File: src/rtl/nads_pkg.sv
// Shared types and constants for the nesting-aware delimiter splitter.
package nads_pkg;

	localparam int CFG_IDX_BITS = 2;

	typedef enum logic [CFG_IDX_BITS-1:0] {
		CFG_DELIMITER  = 2'd0,
		CFG_LIST_OPEN  = 2'd1,
		CFG_LIST_CLOSE = 2'd2,
		CFG_UNUSED     = 2'd3
	} cfg_idx_t;

	localparam logic [7:0] RST_DELIMITER  = 8'd44;
	localparam logic [7:0] RST_LIST_OPEN  = 8'd91;
	localparam logic [7:0] RST_LIST_CLOSE = 8'd93;

	localparam logic [7:0] CH_BRACE_OPEN  = 8'h7B;
	localparam logic [7:0] CH_BRACE_CLOSE = 8'h7D;
	localparam logic [7:0] CH_SQUOTE      = 8'h27;
	localparam logic [7:0] CH_DQUOTE      = 8'h22;

	typedef struct packed {
		logic [7:0] delimiter;
		logic [7:0] list_open;
		logic [7:0] list_close;
	} cfg_t;

	typedef struct packed {
		logic [7:0]  ch;
		logic [15:0] position;
		logic        first;
		logic        last;
		logic        empty_req;
	} item_t;

	typedef struct packed {
		logic [15:0] start;
		logic [15:0] length;
		logic        fin;
	} seg_t;

	typedef struct packed {
		logic [1:0] count;
		seg_t       seg0;
		seg_t       seg1;
	} scan_res_t;

endpackage

File: src/rtl/nesting_aware_delimiter_splitter.sv
// Top level of the nesting-aware delimiter splitter.
//
// Input channel (in_valid/in_ready) takes one character item per cycle while
// in_ready is high, with its position and the first, last and empty_req
// marks. Output channel (out_valid/out_ready) hands out segments (seg_start,
// seg_length, final_segment) one per cycle while out_ready is high, in order.
// An accepted item is held in the input register until the queue has room;
// then an edge updates the nesting state and pushes its zero, one or two
// segments into a four-entry result queue, from whose head out_valid offers
// the first segment.
// The input register takes one item per cycle while the queue has room; the
// single output port limits the rate to one segment per cycle, so items that
// close two segments fill the queue faster than it drains.
// A stalled receiver fills the queue; the input register then holds once
// fewer than two entries are free, and in_ready drops.
// Reset clears the nesting state, segment start, queue and input register,
// and loads the delimiter, list open and list close registers with ',', '['
// and ']'. Write them through cfg_we/cfg_index/cfg_data while idle.
module nesting_aware_delimiter_splitter #(
	parameter int DEPTH_BITS = 8,
	parameter int POS_BITS   = 16
) (
	input  logic                             clk,
	input  logic                             arst_n,
	input  logic                             in_valid,
	output logic                             in_ready,
	input  logic [7:0]                       ch,
	input  logic [15:0]                      position,
	input  logic                             first,
	input  logic                             last,
	input  logic                             empty_req,
	output logic                             out_valid,
	input  logic                             out_ready,
	output logic [15:0]                      seg_start,
	output logic [15:0]                      seg_length,
	output logic                             final_segment,
	input  logic                             cfg_we,
	input  logic [nads_pkg::CFG_IDX_BITS-1:0] cfg_index,
	input  logic [7:0]                       cfg_data
);
	import nads_pkg::*;

	cfg_t      cfg_q;
	item_t     item_s1;
	logic      valid_s1;
	logic      adv_s1, room;
	scan_res_t res;
	seg_t      head;

	assign adv_s1   = valid_s1 && room;
	assign in_ready = !valid_s1 || adv_s1;

	always_ff @(posedge clk or negedge arst_n) begin
		if (!arst_n) begin
			cfg_q.delimiter  <= RST_DELIMITER;
			cfg_q.list_open  <= RST_LIST_OPEN;
			cfg_q.list_close <= RST_LIST_CLOSE;
		end else if (cfg_we) begin
			unique case (cfg_idx_t'(cfg_index))
				CFG_DELIMITER:  cfg_q.delimiter  <= cfg_data;
				CFG_LIST_OPEN:  cfg_q.list_open  <= cfg_data;
				CFG_LIST_CLOSE: cfg_q.list_close <= cfg_data;
				default: ;
			endcase
		end
	end

	always_ff @(posedge clk or negedge arst_n) begin
		if (!arst_n) begin
			valid_s1 <= 1'b0;
		end else if (in_ready) begin
			valid_s1 <= in_valid;
		end
	end

	always_ff @(posedge clk) begin
		if (in_ready && in_valid) begin
			item_s1 <= '{ch: ch, position: position, first: first, last: last,
				empty_req: empty_req};
		end
	end

	nads_scan #(
		.DEPTH_BITS(DEPTH_BITS),
		.POS_BITS  (POS_BITS)
	) u_scan (
		.clk   (clk),
		.arst_n(arst_n),
		.en    (adv_s1),
		.item  (item_s1),
		.cfg   (cfg_q),
		.res   (res)
	);

	nads_outq u_outq (
		.clk      (clk),
		.arst_n   (arst_n),
		.push     (adv_s1),
		.res      (res),
		.room     (room),
		.out_valid(out_valid),
		.out_ready(out_ready),
		.head     (head)
	);

	assign seg_start     = head.start;
	assign seg_length    = head.length;
	assign final_segment = head.fin;

endmodule

File: src/rtl/nads_scan.sv
// Nesting and quote tracker that turns one character item into up to two segments.
module nads_scan #(
	parameter int DEPTH_BITS = 8,
	parameter int POS_BITS   = 16
) (
	input  logic               clk,
	input  logic               arst_n,
	input  logic               en,
	input  nads_pkg::item_t    item,
	input  nads_pkg::cfg_t     cfg,
	output nads_pkg::scan_res_t res
);
	import nads_pkg::*;

	logic [DEPTH_BITS-1:0] list_depth_q, brace_depth_q;
	logic                  in_dq_q, in_sq_q;
	logic [POS_BITS-1:0]   seg_begin_q;

	logic [DEPTH_BITS-1:0] list_d, brace_d;
	logic                  dq_d, sq_d;
	logic [POS_BITS-1:0]   begin_d, begin_b, pos, len_delim, len_last;
	logic                  top_level, delim_hit;

	always_comb begin
		pos       = POS_BITS'(item.position);
		list_d    = item.first ? '0 : list_depth_q;
		brace_d   = item.first ? '0 : brace_depth_q;
		dq_d      = item.first ? 1'b0 : in_dq_q;
		sq_d      = item.first ? 1'b0 : in_sq_q;
		begin_b   = item.first ? pos : seg_begin_q;
		top_level = (list_d == '0) && (brace_d == '0) && !dq_d && !sq_d;
		delim_hit = 1'b0;
		priority if (item.ch == cfg.list_open) begin
			list_d = list_d + DEPTH_BITS'(1);
		end else if (item.ch == cfg.list_close) begin
			list_d = list_d - DEPTH_BITS'(1);
		end else if (item.ch == CH_BRACE_OPEN) begin
			brace_d = brace_d + DEPTH_BITS'(1);
		end else if (item.ch == CH_BRACE_CLOSE) begin
			brace_d = brace_d - DEPTH_BITS'(1);
		end else if (item.ch == CH_SQUOTE) begin
			sq_d = !sq_d;
		end else if (item.ch == CH_DQUOTE) begin
			dq_d = !dq_d;
		end else begin
			delim_hit = top_level && (item.ch == cfg.delimiter);
		end
		len_delim = pos - begin_b;
		begin_d   = delim_hit ? pos + POS_BITS'(1) : begin_b;
		len_last  = pos - begin_d + POS_BITS'(1);

		res.seg0.start  = 16'(begin_b);
		res.seg0.length = 16'(len_delim);
		res.seg0.fin    = 1'b0;
		res.seg1.start  = 16'(begin_d);
		res.seg1.length = 16'(len_last);
		res.seg1.fin    = 1'b1;
		res.count       = {1'b0, delim_hit} + {1'b0, item.last};
		if (!delim_hit) begin
			res.seg0 = res.seg1;
		end

		if (item.empty_req) begin
			list_d          = '0;
			brace_d         = '0;
			dq_d            = 1'b0;
			sq_d            = 1'b0;
			begin_d         = pos;
			res.seg0.start  = 16'(pos);
			res.seg0.length = 16'd0;
			res.seg0.fin    = 1'b1;
			res.count       = 2'd1;
		end
	end

	always_ff @(posedge clk or negedge arst_n) begin
		if (!arst_n) begin
			list_depth_q  <= '0;
			brace_depth_q <= '0;
			in_dq_q       <= 1'b0;
			in_sq_q       <= 1'b0;
			seg_begin_q   <= '0;
		end else if (en) begin
			list_depth_q  <= list_d;
			brace_depth_q <= brace_d;
			in_dq_q       <= dq_d;
			in_sq_q       <= sq_d;
			seg_begin_q   <= begin_d;
		end
	end

endmodule

File: src/rtl/nads_outq.sv
// Small result queue that takes up to two segments a cycle and hands out one.
module nads_outq (
	input  logic                clk,
	input  logic                arst_n,
	input  logic                push,
	input  nads_pkg::scan_res_t res,
	output logic                room,
	output logic                out_valid,
	input  logic                out_ready,
	output nads_pkg::seg_t      head
);
	import nads_pkg::*;

	localparam int DEPTH = 4;
	localparam int AW    = $clog2(DEPTH);

	seg_t          mem_q [DEPTH];
	logic [AW-1:0] wr_ptr_q, rd_ptr_q;
	logic [AW:0]   count_q;
	logic [1:0]    n_push;
	logic          pop;

	assign n_push    = push ? res.count : 2'd0;
	assign pop       = out_valid && out_ready;
	assign out_valid = (count_q != '0);
	assign room      = (count_q <= (AW+1)'(DEPTH - 2));
	assign head      = mem_q[rd_ptr_q];

	always_ff @(posedge clk) begin
		if (n_push != 2'd0) begin
			mem_q[wr_ptr_q] <= res.seg0;
		end
		if (n_push == 2'd2) begin
			mem_q[wr_ptr_q + AW'(1)] <= res.seg1;
		end
	end

	always_ff @(posedge clk or negedge arst_n) begin
		if (!arst_n) begin
			wr_ptr_q <= '0;
			rd_ptr_q <= '0;
			count_q  <= '0;
		end else begin
			wr_ptr_q <= wr_ptr_q + AW'(n_push);
			rd_ptr_q <= rd_ptr_q + AW'(pop);
			count_q  <= count_q + (AW+1)'(n_push) - (AW+1)'(pop);
		end
	end

endmodule

File: config.mk
export PLATFORM = sky130hd
export DESIGN_NAME = nesting_aware_delimiter_splitter
export DESIGN_NICKNAME = d
export VERILOG_FILES = /design/src/rtl/nads_pkg.sv /design/src/rtl/nesting_aware_delimiter_splitter.sv /design/src/rtl/nads_scan.sv /design/src/rtl/nads_outq.sv
export SDC_FILE = /design/constraint.sdc
export NUM_CORES = 1
export LEC_CHECK = 0
export ABC_AREA = 1
export ABC_CLOCK_PERIOD_IN_PS = 4350
export BUFFER_PORTS_ARGS = -buffer_cell sky130_fd_sc_hd__buf_2
export CAP_MARGIN = 0
export CORE_ASPECT_RATIO = 0.9
export CORE_MARGIN = 2
export CORE_UTILIZATION = 50
export CTS_BUF_LIST = sky130_fd_sc_hd__clkbuf_8
export CTS_CLUSTER_SIZE = 40
export DETAILED_ROUTE_END_ITERATION = 8
export HOLD_SLACK_MARGIN = 0.05
export PLACE_DENSITY = 0.7
export SYNTH_ARGS = -nofsm -noshare
export SYNTH_HDL_FRONTEND = slang
export SYNTH_SLANG_ARGS = --single-unit
File: constraint.sdc
create_clock -name clk -period 4.35 [get_ports clk]
set_input_delay 1.305 -clock clk [delete_from_list [all_inputs] [get_ports clk]]
set_output_delay 1.305 -clock clk [all_outputs]
set_load 0.02 [all_outputs]
==> results.cfg <==
[global_routing]
track_usage = 0.279
first_global_vias = 11400
overflow = 0
antenna_found_initial = 0
grt_pass1_wl_um = 61900
grt_max_degree = 68

[power]
ir_drop_mv = 0.326
power_density_nw_per_um2 = 723
p_leak_nw = 6.71

[timing]
tightest_slew_ns = 0.990
final.setup_skew_ns = 0.0353
min_period_over_period = 0.980
fin_setup_tns_ns = 0
timing.fmax_ghz = 0.234
hold_viol = 0
max_slew_margin = 0.340
setup_viol = 0
rsz0062_at_grt = true
period_needed_ns = 4.26
slew_violations = 0

[detailed_routing]
drtAntennaViolNets = 0
dr_wl_met3_um = 4900
routedWlPerCell_um = 19.4
met1Wirelength_um = 17000
dr.pass1.iters = 5
drc = 0
via_per_inst = 5.90
drt-initial-drc-count = 1503
wl_met2_um = 16900
vias = 12100
dr.max_layer_used = met4
wirelength_um = 39600

[logic_synthesis]
synth_enable_flop_cells = 155
synth.avg_cell_area_sq_um = 8.74
yosysTopAreaCell = edfxtp_1
synthFlopType = edfxtp_1
synth_area_sq_um = 13500
syn_nets = 1641
synth.distinct_cells = 50
yosysMostFrequentCell = nand2_1
ys_top_cells_by_count = 282 x nand2_1, 158 x o22ai_1, 157 x inv_1
yosys_warnings = 0
synth_top_area_frac = 0.346
ys_ff_latch = 225
synthCells = 1540
synth-async-reset-ratio = 0.293
synth_area_leaders = edfxtp_1 35%, dfrtp_1 9.9%, nand2_1 7.9%
yosysSeqAreaShare = 0.476

[floorplan]
die_h_um = 160
core_sq_um = 26300
die_w_um = 177
start_util = 0.512
std_cell_rows = 56
ioPinCount = 77
die-area_sq_um = 28300

[clocking]
cts_made_buffers = 40
clock_latency_ns = 0.58
htree_levels = 2
cts_hold_buf = 0
cts_sinks = 225
clk_pin_slew_ns = 0.06
clock_tree.root_cell = clkbuf_8
cts_max_path_buffers = 3
cts_tree = yes

[final_layout]
postLayoutCoreUtil = 0.595
nets = 1772
fillers = 2274
final_area_sq_um = 15600
drive_above_1_share = 0.184
area_growth_pct = 16.1
num_antenna_cells = 0

[hold_path]
hold_depth = 2
hold_path.class = reg2reg

[run_status]
status = finished, final reports clean

[worst_setup_path]
reg2reg_depth = 28
cp_slowest_stage_delay_ns = 0.38
cp.required_ns = 4.62
cp.arrival_ns = 4.54
cp_max_fo = 7
critical_path.slowest_cell = edfxtp_1
start_kind = flip-flop
end_kind = flip-flop
critPathKind = reg2reg

[placed_design]
gp_congestion = 0.959
placed_area_sq_um = 14600
dpl.hpwl_um = 27300
portBuffers = 76

[flow_run]
maxCapViolCount = 0
## worst max-delay path: cells and delay by family, from the launching register on
family,cells,cell delay (ns)
fa+ha+maj,4,1.01
simple gates,11,0.99
compound gates,5,0.73
buf+inv,7,0.69
flops,1,0.38
xor+xnor,1,0.17
## metal layers
| layer | global-route usage | up-vias |
|---|---|---|
| li1 | - | 5651 |
| met1 | 0.412 | 5645 |
| met3 | 0.0676 | 74 |
| met2 | 0.412 | 705 |
| met4 | 0.0729 | 0 |
| met5 | 0 | - |
## layout make-up
class / instances / area, sq um / share of cell area
clock buffers: 41 / 564 / 0.0361
clock inverters: 29 / 193 / 0.0123
inverters: 169 / 644 / 0.0412
multi-input cells: 1076 / 6350 / 0.406
flip-flops and latches: 225 / 6400 / 0.410
well taps: 348 / 435 / 0.0279
repair buffers: 159 / 1040 / 0.0666
## through the flow
step           hold WS, ns  cells  total power [mW]  setup slack (ns)
2_1_floorplan        0.434   1540              6.87            0.0343
3_3_place_gp         0.449   1970              8.84            0.0328
3_5_place_dp         0.452   1970              8.96            -0.132
4_1_cts              0.469   2040              10.9          -0.00207
5_1_grt              0.506   2047              12.0            -0.116
6_report             0.470   2047              11.3            0.0856
## placed cells by master (no fill, tap or decap), types with 8 or more instances in the layout
cell type	instances
nor2_1	137
nor2_2	11
nand2_2	11
inv_2	10
buf_4	80
a21boi_0	9
xnor2_1	29
xor2_1	30
buf_2	76
nand2_1	279
nor3_1	9
a21oi_1	34
clkbuf_8	41
o221ai_1	14
nand3_1	52
dfstp_2	13
edfxtp_1	155
o21a_1	10
inv_1	169
o21ai_0	145
dfrtp_1	52
nand4_1	14
ha_1	49
o22ai_1	158
a21oi_4	8
## path summary, 6_finish.rpt
check                                           startpoint                         endpoint  slack (ns)
min reg2reg                u_outq.mem_q[1][0]$_SDFFE_PP1P_  u_outq.mem_q[1][0]$_SDFFE_PP1P_        0.47
max                                   item_s1[2]$_DFFE_PP_     u_outq.mem_q[3][8]$_DFFE_PP_        0.09
min in group asynchronous                           arst_n            cfg_q[22]$_DFFE_PN0P_        0.91
max in group asynchronous                           arst_n            cfg_q[19]$_DFFE_PN1P_        2.67
min                        u_outq.mem_q[1][0]$_SDFFE_PP1P_  u_outq.mem_q[1][0]$_SDFFE_PP1P_        0.47
max reg2reg                           item_s1[2]$_DFFE_PP_     u_outq.mem_q[3][8]$_DFFE_PP_        0.09
## kinds of logic after synthesis
kind of cell / after synthesis / synth area share
buffers and inverters: 239 / 0.0694
adders and majority gates: 59 / 0.0565
and+or+nand+nor: 532 / 0.163
muxes: 1 / 0.000744
xor gates and xnor gates: 61 / 0.0397
DFF: 225 / 0.476
AOI/OAI and AO/OA: 423 / 0.195
## sequential cells by signal, indices dropped and copies added, names as in the netlist, 2 cells and up
signal and cells:
u_outq.count_q 3, u_outq.rd_ptr_q 2, u_outq.wr_ptr_q 2, u_scan.seg_begin_q 16
u_outq.mem_q 132, item_s1 27, u_scan.brace_depth_q 8, cfg_q 24
u_scan.list_depth_q 8
## timing repair
| item | 4_1_cts | 5_1_grt |
|---|---|---|
| setup buffers | 0 | 7 |
| gates resized for setup | 7 | 48 |
| endpoints found under the setup margin | 14 | 61 |
| pin swaps | 1 | 11 |
## power by group
part	switching, mW	internal, mW
logic	4.13	2.20
registers	0.247	2.81
clock network	0.914	1.01
total	5.29	6.01
Power figures use the tool's default switching activity.
